## config.mk

```make
export PLATFORM = sky130hd
export DESIGN_NAME = instruction_predecode_paging
export DESIGN_NICKNAME = d
export VERILOG_FILES = /design/src/rtl/core/ipp_pkg.sv /design/src/rtl/core/instruction_predecode_paging.sv /design/src/rtl/core/ipp_decode.sv /design/src/rtl/core/ipp_state.sv
export SDC_FILE = /design/constraint.sdc
export NUM_CORES = 1
export LEC_CHECK = 0
export BUFFER_PORTS_ARGS = -buffer_cell sky130_fd_sc_hd__buf_2
export CAP_MARGIN = 20
export CORE_ASPECT_RATIO = 1.75
export CORE_UTILIZATION = 53
export CTS_CLUSTER_DIAMETER = 50
export DETAILED_ROUTE_END_ITERATION = 7
export PLACE_DENSITY_LB_ADDON = 0.1
export REMOVE_ABC_BUFFERS = 1
export SLEW_MARGIN = 10
export SYNTH_ARGS = -nofsm -noshare
export SYNTH_HDL_FRONTEND = slang
export SYNTH_HIERARCHICAL = 1
export SYNTH_SLANG_ARGS = --single-unit
export TNS_END_PERCENT = 10
```

## constraint.sdc

```tcl
create_clock -name clk -period 7.78 [get_ports clk]
set_input_delay 1.556 -clock clk [delete_from_list [all_inputs] [get_ports clk]]
set_output_delay 1.556 -clock clk [all_outputs]
set_load 0.01 [all_outputs]
```

## src/rtl/core/ipp_pkg.sv

```systemverilog
// Shared types, codes and the opcode decode table for the instruction predecoder.
package ipp_pkg;

	localparam int ADDRESS_BITS_DEF = 16;

	localparam logic [4:0] M_NONE  = 5'd0;
	localparam logic [4:0] M_IMM   = 5'd1;
	localparam logic [4:0] M_DIR   = 5'd2;
	localparam logic [4:0] M_IDX   = 5'd3;
	localparam logic [4:0] M_DIMM  = 5'd4;
	localparam logic [4:0] M_XIMM  = 5'd5;
	localparam logic [4:0] M_DD    = 5'd6;
	localparam logic [4:0] M_IND   = 5'd7;
	localparam logic [4:0] M_RDIR  = 5'd8;
	localparam logic [4:0] M_RIDX  = 5'd9;
	localparam logic [4:0] M_RDIMM = 5'd10;
	localparam logic [4:0] M_RXIMM = 5'd11;
	localparam logic [4:0] M_FLAG  = 5'd12;
	localparam logic [4:0] M_RET   = 5'd13;
	localparam logic [4:0] M_ABS   = 5'd14;
	localparam logic [4:0] M_RJMP  = 5'd15;
	localparam logic [4:0] M_RCALL = 5'd16;

	localparam logic [7:0] OP_AND_F       = 8'h70;
	localparam logic [7:0] OP_OR_F        = 8'h71;
	localparam logic [7:0] OP_MOV_REG_IMM = 8'h62;
	localparam logic [7:0] FOLD_BASE      = 8'h78;
	localparam logic [7:0] REG_CUR_PP     = 8'hd0;
	localparam logic [7:0] REG_STK_PP     = 8'hd1;
	localparam logic [7:0] REG_IDX_PP     = 8'hd3;

	localparam int TABLE_DEPTH = 136;

	typedef struct packed {
		logic [3:0] cyc;
		logic [1:0] len;
		logic [4:0] mode;
	} dec_entry_t;

	typedef struct packed {
		logic [15:0] instr_address;
		logic [7:0]  opcode_byte;
		logic [7:0]  operand_one;
		logic [7:0]  operand_two;
	} instr_t;

	typedef struct packed {
		logic [1:0]  instr_length;
		logic [3:0]  cycle_count;
		logic [4:0]  operand_mode;
		logic [15:0] first_address;
		logic [15:0] second_address;
		logic [7:0]  immediate_value;
		logic        register_bank;
		logic [15:0] jump_target;
		logic [1:0]  page_mode;
		logic        page_mode_changed;
	} result_t;

	typedef struct packed {
		logic [7:0] flag_byte;
		logic [7:0] current_page;
		logic [7:0] stack_page;
		logic [7:0] index_page;
	} page_state_t;

	typedef struct packed {
		logic       flag_we;
		logic [7:0] flag_nxt;
		logic       cur_we;
		logic       stk_we;
		logic       idx_we;
		logic [7:0] page_val;
	} state_upd_t;

	localparam dec_entry_t DEC_TABLE [0:TABLE_DEPTH-1] = '{
		'{4'd15,2'd1,M_NONE}, '{4'd4,2'd2,M_IMM}, '{4'd6,2'd2,M_DIR}, '{4'd7,2'd2,M_IDX},
		'{4'd7,2'd2,M_DIR}, '{4'd8,2'd2,M_IDX}, '{4'd9,2'd3,M_DIMM}, '{4'd10,2'd3,M_XIMM},
		'{4'd4,2'd1,M_NONE}, '{4'd4,2'd2,M_IMM}, '{4'd6,2'd2,M_DIR}, '{4'd7,2'd2,M_IDX},
		'{4'd7,2'd2,M_DIR}, '{4'd8,2'd2,M_IDX}, '{4'd9,2'd3,M_DIMM}, '{4'd10,2'd3,M_XIMM},
		'{4'd4,2'd1,M_NONE}, '{4'd4,2'd2,M_IMM}, '{4'd6,2'd2,M_DIR}, '{4'd7,2'd2,M_IDX},
		'{4'd7,2'd2,M_DIR}, '{4'd8,2'd2,M_IDX}, '{4'd9,2'd3,M_DIMM}, '{4'd10,2'd3,M_XIMM},
		'{4'd5,2'd1,M_NONE}, '{4'd4,2'd2,M_IMM}, '{4'd6,2'd2,M_DIR}, '{4'd7,2'd2,M_IDX},
		'{4'd7,2'd2,M_DIR}, '{4'd8,2'd2,M_IDX}, '{4'd9,2'd3,M_DIMM}, '{4'd10,2'd3,M_XIMM},
		'{4'd5,2'd1,M_NONE}, '{4'd4,2'd2,M_IMM}, '{4'd6,2'd2,M_DIR}, '{4'd7,2'd2,M_IDX},
		'{4'd7,2'd2,M_DIR}, '{4'd8,2'd2,M_IDX}, '{4'd9,2'd3,M_DIMM}, '{4'd10,2'd3,M_XIMM},
		'{4'd11,2'd1,M_NONE}, '{4'd4,2'd2,M_IMM}, '{4'd6,2'd2,M_DIR}, '{4'd7,2'd2,M_IDX},
		'{4'd7,2'd2,M_DIR}, '{4'd8,2'd2,M_IDX}, '{4'd9,2'd3,M_DIMM}, '{4'd10,2'd3,M_XIMM},
		'{4'd9,2'd1,M_NONE}, '{4'd4,2'd2,M_IMM}, '{4'd6,2'd2,M_DIR}, '{4'd7,2'd2,M_IDX},
		'{4'd7,2'd2,M_DIR}, '{4'd8,2'd2,M_IDX}, '{4'd9,2'd3,M_DIMM}, '{4'd10,2'd3,M_XIMM},
		'{4'd5,2'd2,M_IMM}, '{4'd5,2'd2,M_IMM}, '{4'd7,2'd2,M_DIR}, '{4'd8,2'd2,M_IDX},
		'{4'd8,2'd3,M_DIMM}, '{4'd9,2'd3,M_XIMM}, '{4'd10,2'd2,M_IND}, '{4'd10,2'd2,M_IND},
		'{4'd4,2'd1,M_NONE}, '{4'd9,2'd3,M_RDIMM}, '{4'd10,2'd3,M_RXIMM},
		'{4'd9,2'd3,M_RDIMM}, '{4'd10,2'd3,M_RXIMM}, '{4'd9,2'd3,M_RDIMM},
		'{4'd10,2'd3,M_RXIMM}, '{4'd7,2'd3,M_DIMM},
		'{4'd9,2'd3,M_XIMM}, '{4'd9,2'd3,M_RDIMM}, '{4'd10,2'd3,M_RXIMM}, '{4'd5,2'd1,M_NONE},
		'{4'd7,2'd2,M_DIR}, '{4'd7,2'd2,M_DIR}, '{4'd5,2'd1,M_NONE}, '{4'd4,2'd1,M_NONE},
		'{4'd4,2'd2,M_IMM}, '{4'd5,2'd2,M_DIR}, '{4'd6,2'd2,M_IDX}, '{4'd5,2'd2,M_DIR},
		'{4'd6,2'd2,M_IDX}, '{4'd8,2'd3,M_DIMM}, '{4'd9,2'd3,M_XIMM}, '{4'd4,2'd2,M_IMM},
		'{4'd6,2'd2,M_DIR}, '{4'd7,2'd2,M_IDX}, '{4'd5,2'd2,M_DIR}, '{4'd4,2'd1,M_NONE},
		'{4'd4,2'd1,M_NONE}, '{4'd6,2'd2,M_RDIR}, '{4'd7,2'd2,M_RIDX}, '{4'd10,2'd3,M_DD},
		'{4'd5,2'd2,M_RDIR}, '{4'd6,2'd2,M_RIDX}, '{4'd8,2'd3,M_RDIMM}, '{4'd9,2'd3,M_RXIMM},
		'{4'd4,2'd1,M_NONE}, '{4'd7,2'd2,M_DIR}, '{4'd8,2'd2,M_IDX}, '{4'd4,2'd1,M_NONE},
		'{4'd7,2'd2,M_DIR}, '{4'd8,2'd2,M_IDX}, '{4'd4,2'd1,M_NONE}, '{4'd7,2'd2,M_DIR},
		'{4'd8,2'd2,M_IDX}, '{4'd4,2'd1,M_NONE}, '{4'd7,2'd2,M_DIR}, '{4'd8,2'd2,M_IDX},
		'{4'd4,2'd2,M_FLAG}, '{4'd4,2'd2,M_FLAG}, '{4'd4,2'd2,M_FLAG}, '{4'd4,2'd1,M_NONE},
		'{4'd4,2'd1,M_NONE}, '{4'd4,2'd1,M_NONE}, '{4'd7,2'd2,M_DIR}, '{4'd8,2'd2,M_IDX},
		'{4'd4,2'd1,M_NONE}, '{4'd4,2'd1,M_NONE}, '{4'd7,2'd2,M_DIR}, '{4'd8,2'd2,M_IDX},
		'{4'd13,2'd3,M_ABS}, '{4'd7,2'd3,M_ABS}, '{4'd10,2'd1,M_RET}, '{4'd8,2'd1,M_RET},
		'{4'd5,2'd2,M_RJMP}, '{4'd11,2'd2,M_RCALL}, '{4'd5,2'd2,M_RJMP}, '{4'd5,2'd2,M_RJMP},
		'{4'd5,2'd2,M_RJMP}, '{4'd5,2'd2,M_RJMP}, '{4'd7,2'd2,M_RJMP}, '{4'd13,2'd2,M_RCALL}
	};

endpackage

```

## src/rtl/core/instruction_predecode_paging.sv

```systemverilog
// Top level of the instruction predecoder with RAM paging.
// Usage:
//   Input channel instr_valid/instr_stall carries one instruction per
//   transaction: opcode address and up to three bytes. Output channel
//   result_valid/result_stall carries one decoded result per instruction,
//   in order.
//   An accepted instruction is held in an input register, decoded by one
//   level of table lookup, small adds and muxing, and written into the
//   result register, from which it is offered on the output channel. One
//   instruction per cycle is sustained while result_stall stays low; the
//   flag byte and page pointers update in the same edge that writes the
//   result, so the next instruction in line sees them.
//   When result_stall is high with a result waiting, the result register
//   holds, one more instruction is accepted into the input register, and
//   instr_stall rises until the output drains.
//   Reset clears both valid flags, the flag byte and all page pointers.
module instruction_predecode_paging #(
	parameter int ADDRESS_BITS = ipp_pkg::ADDRESS_BITS_DEF
) (
	input  logic        clk,
	input  logic        arst_n,
	input  logic        instr_valid,
	output logic        instr_stall,
	input  logic [15:0] instr_address,
	input  logic [7:0]  opcode_byte,
	input  logic [7:0]  operand_one,
	input  logic [7:0]  operand_two,
	output logic        result_valid,
	input  logic        result_stall,
	output logic [1:0]  instr_length,
	output logic [3:0]  cycle_count,
	output logic [4:0]  operand_mode,
	output logic [15:0] first_address,
	output logic [15:0] second_address,
	output logic [7:0]  immediate_value,
	output logic        register_bank,
	output logic [15:0] jump_target,
	output logic [1:0]  page_mode,
	output logic        page_mode_changed
);
	import ipp_pkg::*;

	logic        valid_s1;
	instr_t      instr_s1;
	logic        valid_s2;
	result_t     res_s2;
	result_t     res_nxt;
	state_upd_t  upd;
	page_state_t st;
	logic        adv_s2;
	logic        fire;
	logic        take;

	assign adv_s2 = !valid_s2 || !result_stall;
	assign fire = valid_s1 && adv_s2;
	assign instr_stall = valid_s1 && !adv_s2;
	assign take = instr_valid && !instr_stall;

	always_ff @(posedge clk or negedge arst_n) begin
		if (!arst_n) begin
			valid_s1 <= 1'b0;
			valid_s2 <= 1'b0;
		end else begin
			if (!instr_stall) begin
				valid_s1 <= instr_valid;
			end
			if (adv_s2) begin
				valid_s2 <= valid_s1;
			end
		end
	end

	always_ff @(posedge clk) begin
		if (take) begin
			instr_s1 <= '{instr_address, opcode_byte, operand_one, operand_two};
		end
		if (fire) begin
			res_s2 <= res_nxt;
		end
	end

	ipp_decode #(
		.ADDRESS_BITS(ADDRESS_BITS)
	) u_decode (
		.instr(instr_s1),
		.st   (st),
		.res  (res_nxt),
		.upd  (upd)
	);

	ipp_state u_state (
		.clk   (clk),
		.arst_n(arst_n),
		.fire  (fire),
		.upd   (upd),
		.st    (st)
	);

	assign result_valid = valid_s2;
	assign instr_length = res_s2.instr_length;
	assign cycle_count = res_s2.cycle_count;
	assign operand_mode = res_s2.operand_mode;
	assign first_address = res_s2.first_address;
	assign second_address = res_s2.second_address;
	assign immediate_value = res_s2.immediate_value;
	assign register_bank = res_s2.register_bank;
	assign jump_target = res_s2.jump_target;
	assign page_mode = res_s2.page_mode;
	assign page_mode_changed = res_s2.page_mode_changed;

endmodule

```

## src/rtl/core/ipp_decode.sv

```systemverilog
// Combinational decode: table lookup, paged operand addresses, targets and state updates.
module ipp_decode #(
	parameter int ADDRESS_BITS = ipp_pkg::ADDRESS_BITS_DEF
) (
	input  ipp_pkg::instr_t      instr,
	input  ipp_pkg::page_state_t st,
	output ipp_pkg::result_t     res,
	output ipp_pkg::state_upd_t  upd
);
	import ipp_pkg::*;

	localparam logic [16:0] AMASK_W = (17'd1 << ADDRESS_BITS) - 17'd1;
	localparam logic [15:0] AMASK = AMASK_W[15:0];

	logic [7:0]  tbl_idx;
	dec_entry_t  ent;
	logic [1:0]  pm;
	logic        xio;
	logic [7:0]  dpage;
	logic [7:0]  xpage;
	logic [7:0]  nf;
	logic [11:0] raw;
	logic [15:0] rel_sum;
	logic [15:0] inc;

	assign tbl_idx = instr.opcode_byte[7] ? (FOLD_BASE + {4'h0, instr.opcode_byte[7:4]})
		: instr.opcode_byte;
	assign ent = DEC_TABLE[tbl_idx];
	assign pm = st.flag_byte[7:6];
	assign xio = st.flag_byte[4];
	assign dpage = pm[1] ? st.current_page : 8'h00;
	assign xpage = (pm == 2'd2) ? st.index_page : (pm[0] ? st.stack_page : 8'h00);
	assign raw = {instr.opcode_byte[3:0], instr.operand_one};
	assign inc = (ent.mode == M_RJMP) ? 16'd1 : 16'd2;
	assign rel_sum = instr.instr_address + inc + {{4{raw[11]}}, raw};

	always_comb begin
		case (instr.opcode_byte)
			OP_AND_F: nf = st.flag_byte & instr.operand_one;
			OP_OR_F:  nf = st.flag_byte | instr.operand_one;
			default:  nf = st.flag_byte ^ instr.operand_one;
		endcase
	end

	always_comb begin
		res = '0;
		res.instr_length = ent.len;
		res.cycle_count = ent.cyc;
		res.operand_mode = ent.mode;
		res.register_bank = xio;
		res.page_mode = pm;
		upd = '0;
		upd.flag_nxt = nf;
		upd.page_val = instr.operand_two;
		case (ent.mode)
			M_IMM: res.immediate_value = instr.operand_one;
			M_DIR, M_IND: res.first_address = {dpage, instr.operand_one};
			M_IDX: res.first_address = {xpage, instr.operand_one};
			M_DIMM: begin
				res.first_address = {dpage, instr.operand_one};
				res.immediate_value = instr.operand_two;
			end
			M_XIMM: begin
				res.first_address = {xpage, instr.operand_one};
				res.immediate_value = instr.operand_two;
			end
			M_DD: begin
				res.first_address = {dpage, instr.operand_one};
				res.second_address = {dpage, instr.operand_two};
			end
			M_RDIR, M_RIDX: res.first_address = {8'h00, instr.operand_one};
			M_RDIMM, M_RXIMM: begin
				res.first_address = {8'h00, instr.operand_one};
				res.immediate_value = instr.operand_two;
			end
			M_FLAG: begin
				res.immediate_value = instr.operand_one;
				res.page_mode = nf[7:6];
				res.page_mode_changed = (nf[7:6] != pm);
				upd.flag_we = 1'b1;
			end
			M_ABS: res.jump_target = {instr.operand_one, instr.operand_two} & AMASK;
			M_RJMP, M_RCALL: res.jump_target = rel_sum & AMASK;
			default: ;
		endcase
		if (instr.opcode_byte == OP_MOV_REG_IMM && !xio) begin
			upd.cur_we = (instr.operand_one == REG_CUR_PP);
			upd.stk_we = (instr.operand_one == REG_STK_PP);
			upd.idx_we = (instr.operand_one == REG_IDX_PP);
		end
	end

endmodule

```

## src/rtl/core/ipp_state.sv

```systemverilog
// Flag byte and page pointer registers, updated as each transaction leaves decode.
module ipp_state (
	input  logic                 clk,
	input  logic                 arst_n,
	input  logic                 fire,
	input  ipp_pkg::state_upd_t  upd,
	output ipp_pkg::page_state_t st
);
	import ipp_pkg::*;

	page_state_t st_q;

	always_ff @(posedge clk or negedge arst_n) begin
		if (!arst_n) begin
			st_q <= '0;
		end else if (fire) begin
			if (upd.flag_we) begin
				st_q.flag_byte <= upd.flag_nxt;
			end
			if (upd.cur_we) begin
				st_q.current_page <= upd.page_val;
			end
			if (upd.stk_we) begin
				st_q.stack_page <= upd.page_val;
			end
			if (upd.idx_we) begin
				st_q.index_page <= upd.page_val;
			end
		end
	end

	assign st = st_q;

endmodule

```

==> results of run 1 <==
[cell type report]
| class | count | share of cell area (%) |
|---|---|---|
| Sequential cell | 140 | 43.53 |
| Tap cell | 183 | 2.455 |
| Clock inverter | 13 | 1.073 |
| Multi-Input combinational cell | 498 | 39.47 |
| Inverter | 31 | 1.248 |
| Timing Repair Buffer | 130 | 7.353 |
| Clock buffer | 19 | 4.871 |
[per-stage QoR]
stage | hold slack (ns) | TNS [ns] | instance area (um^2) | setup WS [ns]
2_1_floorplan | 0.4667 | -18.74 | 7844 | -0.7624
3_3_place_gp | 0.4879 | 0 | 8763 | 1.600
3_5_place_dp | 0.4960 | 0 | 8763 | 1.527
4_1_cts | 0.5084 | 0 | 9318 | 1.440
5_1_grt | 0.5222 | 0 | 9325 | 1.006
6_report | 0.5082 | 0 | 9325 | 1.406
[power groups by stage]
stage / logic, uW / clock network, uW / registers (uW)
2_1_floorplan: 280 / 0 / 969
3_3_place_gp: 454 / 0 / 955
3_5_place_dp: 461 / 0 / 957
4_1_cts: 466 / 778 / 942
5_1_grt: 515 / 810 / 947
6_report: 474 / 766 / 940
[per-layer routing]
layer / up-vias / track usage [%]
li1: 2895 / -
met1: 3117 / 34.94
met2: 255 / 54.84
met3: 73 / 4.545
met4: 0 / 18.95
met5: - / 0
[sequential cells by signal, indices dropped and copies added (netlist names)]
name and flops:
cycle_count 4, first_address 16, immediate_value 8, instr_length 2, instr_s1 40, jump_target 16, operand_mode 5, page_mode 2
page_mode_changed 1, register_bank 1, result_valid 1, second_address 16, u_state/st 27, valid_s1 1
[cell usage in the layout, fill, tap and decap left out, types with 16 or more instances in the layout]
master and count:
buf_2 116, edfxtp_1 111, nor2_1 53, nand2_1 50, ha_1 44, a21oi_1 33
mux2_2 32, o21ai_0 31, dfrtp_1 29, inv_1 28, a22o_1 24, nor3_1 19
clkbuf_16 18, a211oi_1 17, nand3_1 16
[worst register-to-register path: stages (launching register included)]
cell,delay [ns]
edfxtp_1,0.56
mux2i_4,0.53
inv_1,0.25
ha_1,0.40
mux2_2,0.32
o211ai_1,0.19
a41o_1,0.13
nand3_1,0.16
a22oi_4,0.33
nand3_1,0.18
or2_2,0.38
fa_1,0.47
ha_1,0.25
fa_1,0.48
a211oi_1,0.30
o21ai_0,0.19
nand2_1,0.12
o2111ai_1,0.18
a31o_2,0.27
a21oi_1,0.18
xnor2_1,0.08
a22o_1,0.19
[how the worst max path moves through the flow]
| stage | from | end | cells after the start | slack, ns |
|---|---|---|---|---|
| global route | instr_s1[23]$_DFFE_PP_ | jump_target[15]$_DFFE_PP_ | 21 | 1.01 |
| global placement | instr_s1[23]$_DFFE_PP_ | jump_target[15]$_DFFE_PP_ | 21 | 1.60 |
| detailed placement | instr_s1[23]$_DFFE_PP_ | jump_target[15]$_DFFE_PP_ | 21 | 1.53 |
| CTS | instr_s1[23]$_DFFE_PP_ | jump_target[15]$_DFFE_PP_ | 21 | 1.44 |
| finish | instr_s1[23]$_DFFE_PP_ | jump_target[15]$_DFFE_PP_ | 21 | 1.41 |
| floorplan | result_stall | u_state/st[0]$_DFFE_PN0P_ | 3 | -0.76 |
==> results_dict.tcl, run 1 <==
set metrics [dict create \
    status "completed" \
    hp-class "register to register" \
    clkTransAtPathRegs_ns 0.07 \
    drt-initial-drc-count 422 \
    power.density_mw_per_mm2 233.8 \
    setup_viol 0 \
    grt_pass1_wl_um 36540 \
    wire_per_inst_um 23.17 \
    min_period_ns 6.374 \
    final-instance-count-excl-fill 1014 \
    drive_above_1_share_pct 27.56 \
    cts_max_path_buffers 2 \
    clkSinkCount 140 \
    wl_met2_um 12600 \
    via_per_inst 6.252 \
    drt_first_pass_iters 5 \
    rsz0062_at_grt "false" \
    r2r_slack_ns 1.41 \
    syn2layout_area_growth_pct 14.98 \
    holdPathEnd "u_state/st[11]$_DFFE_PN0P_" \
    synth_warnings 6 \
    reg2regPathDepth 21 \
    hold_depth 1 \
    finalPower_uw 2180 \
    nNetsFinal 909 \
    max_freq_mhz 156.9 \
    worstPathArrival_ns 6.55 \
    antenna_cells 0 \
    port_buffers 116 \
    cp_slowest_stage_delay_ns 0.56 \
    wl_met1_um 8457 \
    path_delay_family "compound AO/OA/AOI/OAI gates" \
    drv_slew 0 \
    worst-path-buf-inv 1 \
    power.leakage_uw 0.003863 \
    track_usage_pct 31.39 \
    vias 6340 \
    min_from "u_state/st[11]$_DFFE_PN0P_" \
    std_cell_rows 59 \
    grt_max_degree 64 \
    hpwlAfterDp_um 16650 \
    ios 117 \
    path_class "register to register" \
    grt_pass1_vias 6549 \
    insertion_delay_ns 0.41 \
    syn_avg_cell_area_um2 11.28 \
    n_fill_cell 1223 \
    wl_met3_um 1069 \
    finalCritPeriodShare_pct 81.92 \
    wirelength_um 23500 \
    endpoint_kind "register" \
    highest_layer "met4" \
    p_seq_share_pct 43.1 \
    cts_tree "built" \
    syn_inst 719 \
    clkPwrFrac_pct 35.1 \
    path_cells "mux2i_4, inv_1, ha_1, mux2_2, o211ai_1, a41o_1, nand3_1, a22oi_4, nand3_1, or2_2, fa_1, ha_1, fa_1, a211oi_1, o21ai_0, nand2_1, o2111ai_1, a31o_2, a21oi_1, xnor2_1, a22o_1" \
    initial_core_util_pct 54.39 \
    post_cts_resized 0 \
    maxCapViolations 0 \
    antenna_found_initial 0 \
    synthesis.area_mm2 0.008110 \
    multiInputGateArea_mm2 0.003681 \
    worst_pin_slew_ns 0.9975 \
    regToRegStartpoint "instr_s1[23]$_DFFE_PP_" \
    die_area_mm2 0.01582 \
    antenna_left 0 \
    core_area_mm2 0.01491 \
    hold_viol 0 \
    power.switching_uw 681.6 \
    slowest_stage "edfxtp_1" \
    root_buffer "clkbuf_16" \
    cts_made_buffers 17 \
    cts_setup_buffers 0 \
    reg2reg_to "jump_target[15]$_DFFE_PP_" \
    die_w_um 95.51 \
    start_kind "register" \
    max-vdd-ir-drop_mv 0.1864 \
    path_max_fanout 14 \
    required_ns 7.95 \
    overflow 0 \
    die_h_um 165.6 \
    pwr-share-comb_pct 21.7 \
    relSlewSlack_pct 33.50 \
    drc_errors 0 \
    fin_skew_ns 0.01166 \
    swShare_pct 31.26 \
    seqCellArea_mm2 0.004059 \
    intPower_uw 1499 \
    htreeDepth 4 \
    place_congestion 1.018 \
    fin_util_pct 62.54 \
    dp_cells 981 \
    hold_buffers 0 \
]
(Power assumes the default switching activity.)
==> run 2, diff against run 1 <==
Settings changed: CORE_UTILIZATION 53 to 59.
Clock period 7.78 ns to 6.1 ns, I/O delays scaled along.
==> results_dict.tcl, run 2 (same netlist as run 1, synthesis figures left out) <==
set metrics [dict create \
    drt_first_pass_iters 5 \
    drv_slew 0 \
    root_buffer "clkbuf_16" \
    antenna_left 0 \
    antenna_found_initial 0 \
    fin_setup_tns_ns 0 \
    reg2regPathDepth 21 \
    path_cells "buf_4, mux2i_4, buf_4, ha_2, inv_1, o311a_1, o311ai_1, nand2_1, nor2_1, a21oi_1, or2_2, fa_1, ha_1, a211oi_1, o21a_1, o31ai_1, or4_1, a31o_2, a21oi_1, xnor2_1, a22o_1" \
    swShare_pct 32.74 \
    cp-endpoint "jump_target[14]$_DFFE_PP_" \
    max-vdd-ir-drop_mv 0.2931 \
    die_h_um 157.1 \
    hold_buffers 0 \
    largest_reg_flops 40 \
    max_freq_mhz 171.4 \
    multiInputGateArea_mm2 0.003691 \
    seqCellArea_mm2 0.004059 \
    power.switching_uw 947.1 \
    clkSinkCount 140 \
    clkTransAtPathRegs_ns 0.07 \
    regToRegStartpoint "instr_s1[23]$_DFFE_PP_" \
    syn2layout_area_growth_pct 17.59 \
    path_max_fanout 12 \
    initial_core_util_pct 60.60 \
    via_per_inst 6.604 \
    required_ns 6.27 \
    htreeDepth 4 \
    crit_start "instr_s1[23]$_DFFE_PP_" \
    wl_met2_um 14140 \
    hold_viol 0 \
    dpl_worst_slack_ns 0.2894 \
    path_class "register to register" \
    maxCapViolations 0 \
    clkPwrFrac_pct 36.0 \
    status "completed" \
    place_congestion 1.023 \
    drive_above_1_share_pct 29.89 \
    nNetsFinal 931 \
    endpoint_kind "register" \
    worstPathArrival_ns 6.00 \
    final_cell_mix "116 x buf_2, 111 x edfxtp_1, 53 x nor2_1" \
    cts_made_buffers 17 \
    setup_viol 0 \
    overflow 0 \
    r2r_slack_ns 0.27 \
    cts_tree "built" \
    track_usage_pct 36.93 \
    hpwlAfterDp_um 18060 \
    final_common_cell "buf_2" \
    finalCritPeriodShare_pct 95.65 \
    ios 117 \
    intPower_uw 1945 \
    grt_max_degree 68 \
    fin_skew_ns 0.01302 \
    grt_pass1_wl_um 38850 \
    reg2reg_to "jump_target[14]$_DFFE_PP_" \
    crit_cells 21 \
    core_area_mm2 0.01338 \
    path_delay_family "compound AO/OA/AOI/OAI gates" \
    insertion_delay_ns 0.42 \
    min_period_ns 5.834 \
    power.density_mw_per_mm2 303.3 \
    pwr-share-comb_pct 22.6 \
    rsz0062_at_grt "false" \
    regMostFlops "instr_s1" \
    port_buffers 116 \
    grt_pass1_vias 6868 \
    highest_layer "met4" \
    cts_max_path_buffers 2 \
    wire_per_inst_um 25.20 \
    wirelength_um 25880 \
    p_seq_share_pct 41.4 \
    wl_met1_um 8681 \
    wl_met3_um 1539 \
    std_cell_rows 56 \
    start_kind "register" \
    drt-initial-drc-count 470 \
    slowest_stage "or4_1" \
    cp_slowest_stage_delay_ns 0.45 \
    n_fill_cell 949 \
    vias 6782 \
    power.leakage_uw 0.003979 \
    fin_ws_ns 0.2656 \
    drc_errors 0 \
    antenna_cells 0 \
    worst-path-buf-inv 3 \
    die_area_mm2 0.01424 \
    worst_pin_slew_ns 0.9493 \
    hp-class "register to register" \
    relSlewSlack_pct 36.71 \
    min_from "u_state/st[12]$_DFFE_PN0P_" \
    die_w_um 90.63 \
]
==> run 2: layout make-up <==
cell class	count	share of cell area, %
Multi-Input combinational cell	498	38.70
Inverter	31	1.220
Timing Repair Buffer	152	8.961
Sequential cell	140	42.56
Tap cell	174	2.283
Clock buffer	18	4.723
Clock inverter	14	1.548
==> run 2: worst min path at each step <==
stage          slack, ns                    endpoint  cells past startpoint
2_1_floorplan       0.47    result_valid$_DFFE_PN0P_                      1
3_3_place_gp        0.49    result_valid$_DFFE_PN0P_                      1
3_5_place_dp        0.49  u_state/st[21]$_DFFE_PN0P_                      1
4_1_cts             0.51  u_state/st[20]$_DFFE_PN0P_                      1
5_1_grt             0.53   u_state/st[1]$_DFFE_PN0P_                      1
6_report            0.51  u_state/st[12]$_DFFE_PN0P_                      1
==> run 2: per-layer routing <==
layer	track usage, %	vias up
li1	-	2941
met1	37.65	3301
met2	69.44	436
met3	6.473	104
met4	22.20	0
met5	0	-
==> run 2: timing repair <==
item | CTS | global route
resized for setup | 0 | 4
setup buffers | 0 | 2
setup endpoints to repair | 0 | 2
==> run 2: power by group through the flow <==
stage,Clock (uW),Sequential [uW],Combinational (uW)
after CTS,1050,1200,630
after global routing,1090,1200,694
after global placement,0,1210,601
after detailed placement,0,1210,621
final,1040,1200,654
after floorplan,0,1240,357
==> run 2: through the flow <==
stage	cells	util [%]	total power [uW]	hold slack, ns	instance area [um^2]
floorplan	669	-	1593	0.4667	7844
global placement	992	66.52	1814	0.4878	8902
detailed placement	992	66.52	1835	0.4941	8902
CTS	1024	70.99	2879	0.5140	9500
global route	1027	71.26	2989	0.5271	9537
finish	1027	71.26	2893	0.5126	9537
==> run 2: worst register-to-register path, stage by stage, from the launching register on <==
cell,delay [ns]
edfxtp_1,0.39
buf_4,0.16
mux2i_4,0.20
buf_4,0.26
ha_2,0.33
inv_1,0.17
o311a_1,0.37
o311ai_1,0.10
nand2_1,0.13
nor2_1,0.26
a21oi_1,0.15
or2_2,0.33
fa_1,0.43
ha_1,0.35
a211oi_1,0.42
o21a_1,0.21
o31ai_1,0.09
or4_1,0.45
a31o_2,0.27
a21oi_1,0.22
xnor2_1,0.11
a22o_1,0.20
==> run 3, diff against run 2 <==
Settings changed: CORE_ASPECT_RATIO 1.75 to default.
==> results_dict.tcl, run 3 (same netlist as run 1, synthesis figures left out) <==
set metrics [dict create \
    clkPwrFrac_pct 36.1 \
    antenna_cells 0 \
    min_period_ns 5.788 \
    drc_errors 0 \
    initial_core_util_pct 60.76 \
    insertion_delay_ns 0.43 \
    dp_cells 992 \
    power.leakage_uw 0.003976 \
    ios 117 \
    drt-initial-drc-count 617 \
    antenna_left 0 \
    largest_reg_flops 40 \
    endpoint_kind "register" \
    path_max_fanout 8 \
    start_kind "register" \
    final_common_cell "buf_2" \
    port_buffers 116 \
    p_seq_share_pct 42.0 \
    syn2layout_area_growth_pct 17.73 \
    wl_met2_um 10440 \
    drt_first_pass_iters 5 \
    slowest_stage "edfxtp_1" \
    hp-class "register to register" \
    cts_max_path_buffers 2 \
    clkSinkCount 140 \
    via_per_inst 6.358 \
    required_ns 6.29 \
    wirelength_um 22090 \
    path_cells "mux2i_4, buf_4, ha_2, nor2b_1, o21ai_0, a31oi_1, o31a_2, a22oi_4, nand3_1, or2_2, fa_1, ha_1, a211oi_1, o21a_1, o31ai_1, or4_1, a31o_2, a21oi_1, xnor2_1, a22o_1" \
    die_w_um 119.2 \
    std_cell_rows 42 \
    dpl_worst_slack_ns 0.1342 \
    wl_met3_um 1661 \
    status "completed" \
    hpwlAfterDp_um 15090 \
    rsz0062_at_grt "false" \
    track_usage_pct 31.81 \
    maxCapViolations 0 \
    drive_above_1_share_pct 29.98 \
    swShare_pct 32.59 \
    grt_pass1_wl_um 33870 \
    finalPower_uw 2855 \
    max-vdd-ir-drop_mv 0.2315 \
    drv_slew 0 \
    worst_pin_slew_ns 1.063 \
    max_freq_mhz 172.8 \
    n_fill_cell 943 \
    final_cell_mix "116 x buf_2, 111 x edfxtp_1, 53 x nor2_1" \
    intPower_uw 1924 \
    wire_per_inst_um 21.45 \
    root_buffer "clkbuf_16" \
    power.switching_uw 930.3 \
    core_area_mm2 0.01335 \
    die_area_mm2 0.01422 \
    wl_met1_um 9219 \
    die_h_um 119.2 \
    setup_viol 0 \
    hold_buffers 0 \
    regMostFlops "instr_s1" \
    power.density_mw_per_mm2 299.0 \
    antenna_found_initial 0 \
    path_class "register to register" \
    grt_pass1_vias 6321 \
    relSlewSlack_pct 28.97 \
    cp_slowest_stage_delay_ns 0.51 \
    cts_tree "built" \
    clkTransAtPathRegs_ns 0.07 \
    cts_made_buffers 17 \
    hold_viol 0 \
    worstPathArrival_ns 5.98 \
    grt_max_degree 76 \
    fin_skew_ns 0.01041 \
    htreeDepth 4 \
    overflow 0 \
    pwr-share-comb_pct 22.0 \
    finalCritPeriodShare_pct 94.88 \
    highest_layer "met4" \
    final-instance-count-excl-fill 1030 \
    fin_ws_ns 0.3124 \
    nNetsFinal 932 \
    vias 6549 \
    place_congestion 0.9358 \
]
## run 3: cell count changes in the layout (fill, tap and decap cells not counted), sizes merged
cell	change
clkinv	+1
buf	+1
inv	-2
clkinvlp	+2
clkbuf	-1
## run 3: area by class of cell
cell class | instances | area [um^2] | area share, %
multi-input cells | 498 | 3694 | 38.68
well taps | 176 | 220.2 | 2.306
clock buffers | 17 | 425.4 | 4.456
flip-flops and latches | 140 | 4059 | 42.51
inverters | 31 | 116.4 | 1.219
clock inverters | 15 | 175.2 | 1.835
repair buffers | 153 | 858.3 | 8.990
## run 3: layer usage
layer | track usage (%) | vias up
met1 | 41.65 | 3177
met4 | 15.27 | 0
li1 | - | 2949
met5 | 0 | -
met2 | 50.55 | 358
met3 | 6.609 | 65
## run 3: power by group through the flow
stage | combinational [uW] | clock, uW | sequential (uW)
2_1_floorplan | 357 | 0 | 1240
3_3_place_gp | 590 | 0 | 1210
3_5_place_dp | 599 | 0 | 1220
4_1_cts | 608 | 1040 | 1200
5_1_grt | 677 | 1080 | 1200
6_report | 627 | 1030 | 1200
## run 3: final timing paths
kind / to / slack (ns) / from / cells after the start
worst max-delay path: jump_target[14]$_DFFE_PP_ / 0.31 / instr_s1[23]$_DFFE_PP_ / 20
worst min-delay path: u_state/st[22]$_DFFE_PN0P_ / 0.51 / u_state/st[22]$_DFFE_PN0P_ / 1
worst max register to register: jump_target[14]$_DFFE_PP_ / 0.31 / instr_s1[23]$_DFFE_PP_ / 20
worst min register to register: u_state/st[22]$_DFFE_PN0P_ / 0.51 / u_state/st[22]$_DFFE_PN0P_ / 1
max in group asynchronous: u_state/st[30]$_DFFE_PN0P_ / 4.85 / arst_n / 1
min in group asynchronous: u_state/st[19]$_DFFE_PN0P_ / 0.81 / arst_n / 1
## run 3: metrics by stage
| step | setup TNS, ns | cell area [um^2] | util (%) | hold WS, ns |
|---|---|---|---|---|
| after global placement | 0 | 8890 | 66.60 | 0.4824 |
| final | 0 | 9548 | 71.53 | 0.5051 |
| after floorplan | -145.27 | 7844 | - | 0.4667 |
| after global routing | 0 | 9548 | 71.53 | 0.5242 |
| after detailed placement | 0 | 8890 | 66.60 | 0.4935 |
| after CTS | 0 | 9490 | 71.10 | 0.5096 |
## run 3: timing repair
item | 4_1_cts | 5_1_grt
endpoints found under the setup margin | 0 | 2
buffers inserted | 0 | 5
gates resized for setup | 0 | 4
## run 3: worst max-delay path, delay by kind of cell, from the launching register on
family | cells | cell delay [ns]
simple gates | 4 | 1.06
xor+xnor | 1 | 0.10
buf+inv | 1 | 0.17
fa+ha+maj | 3 | 1.22
mux | 1 | 0.26
flops | 1 | 0.51
compound gates | 10 | 2.22
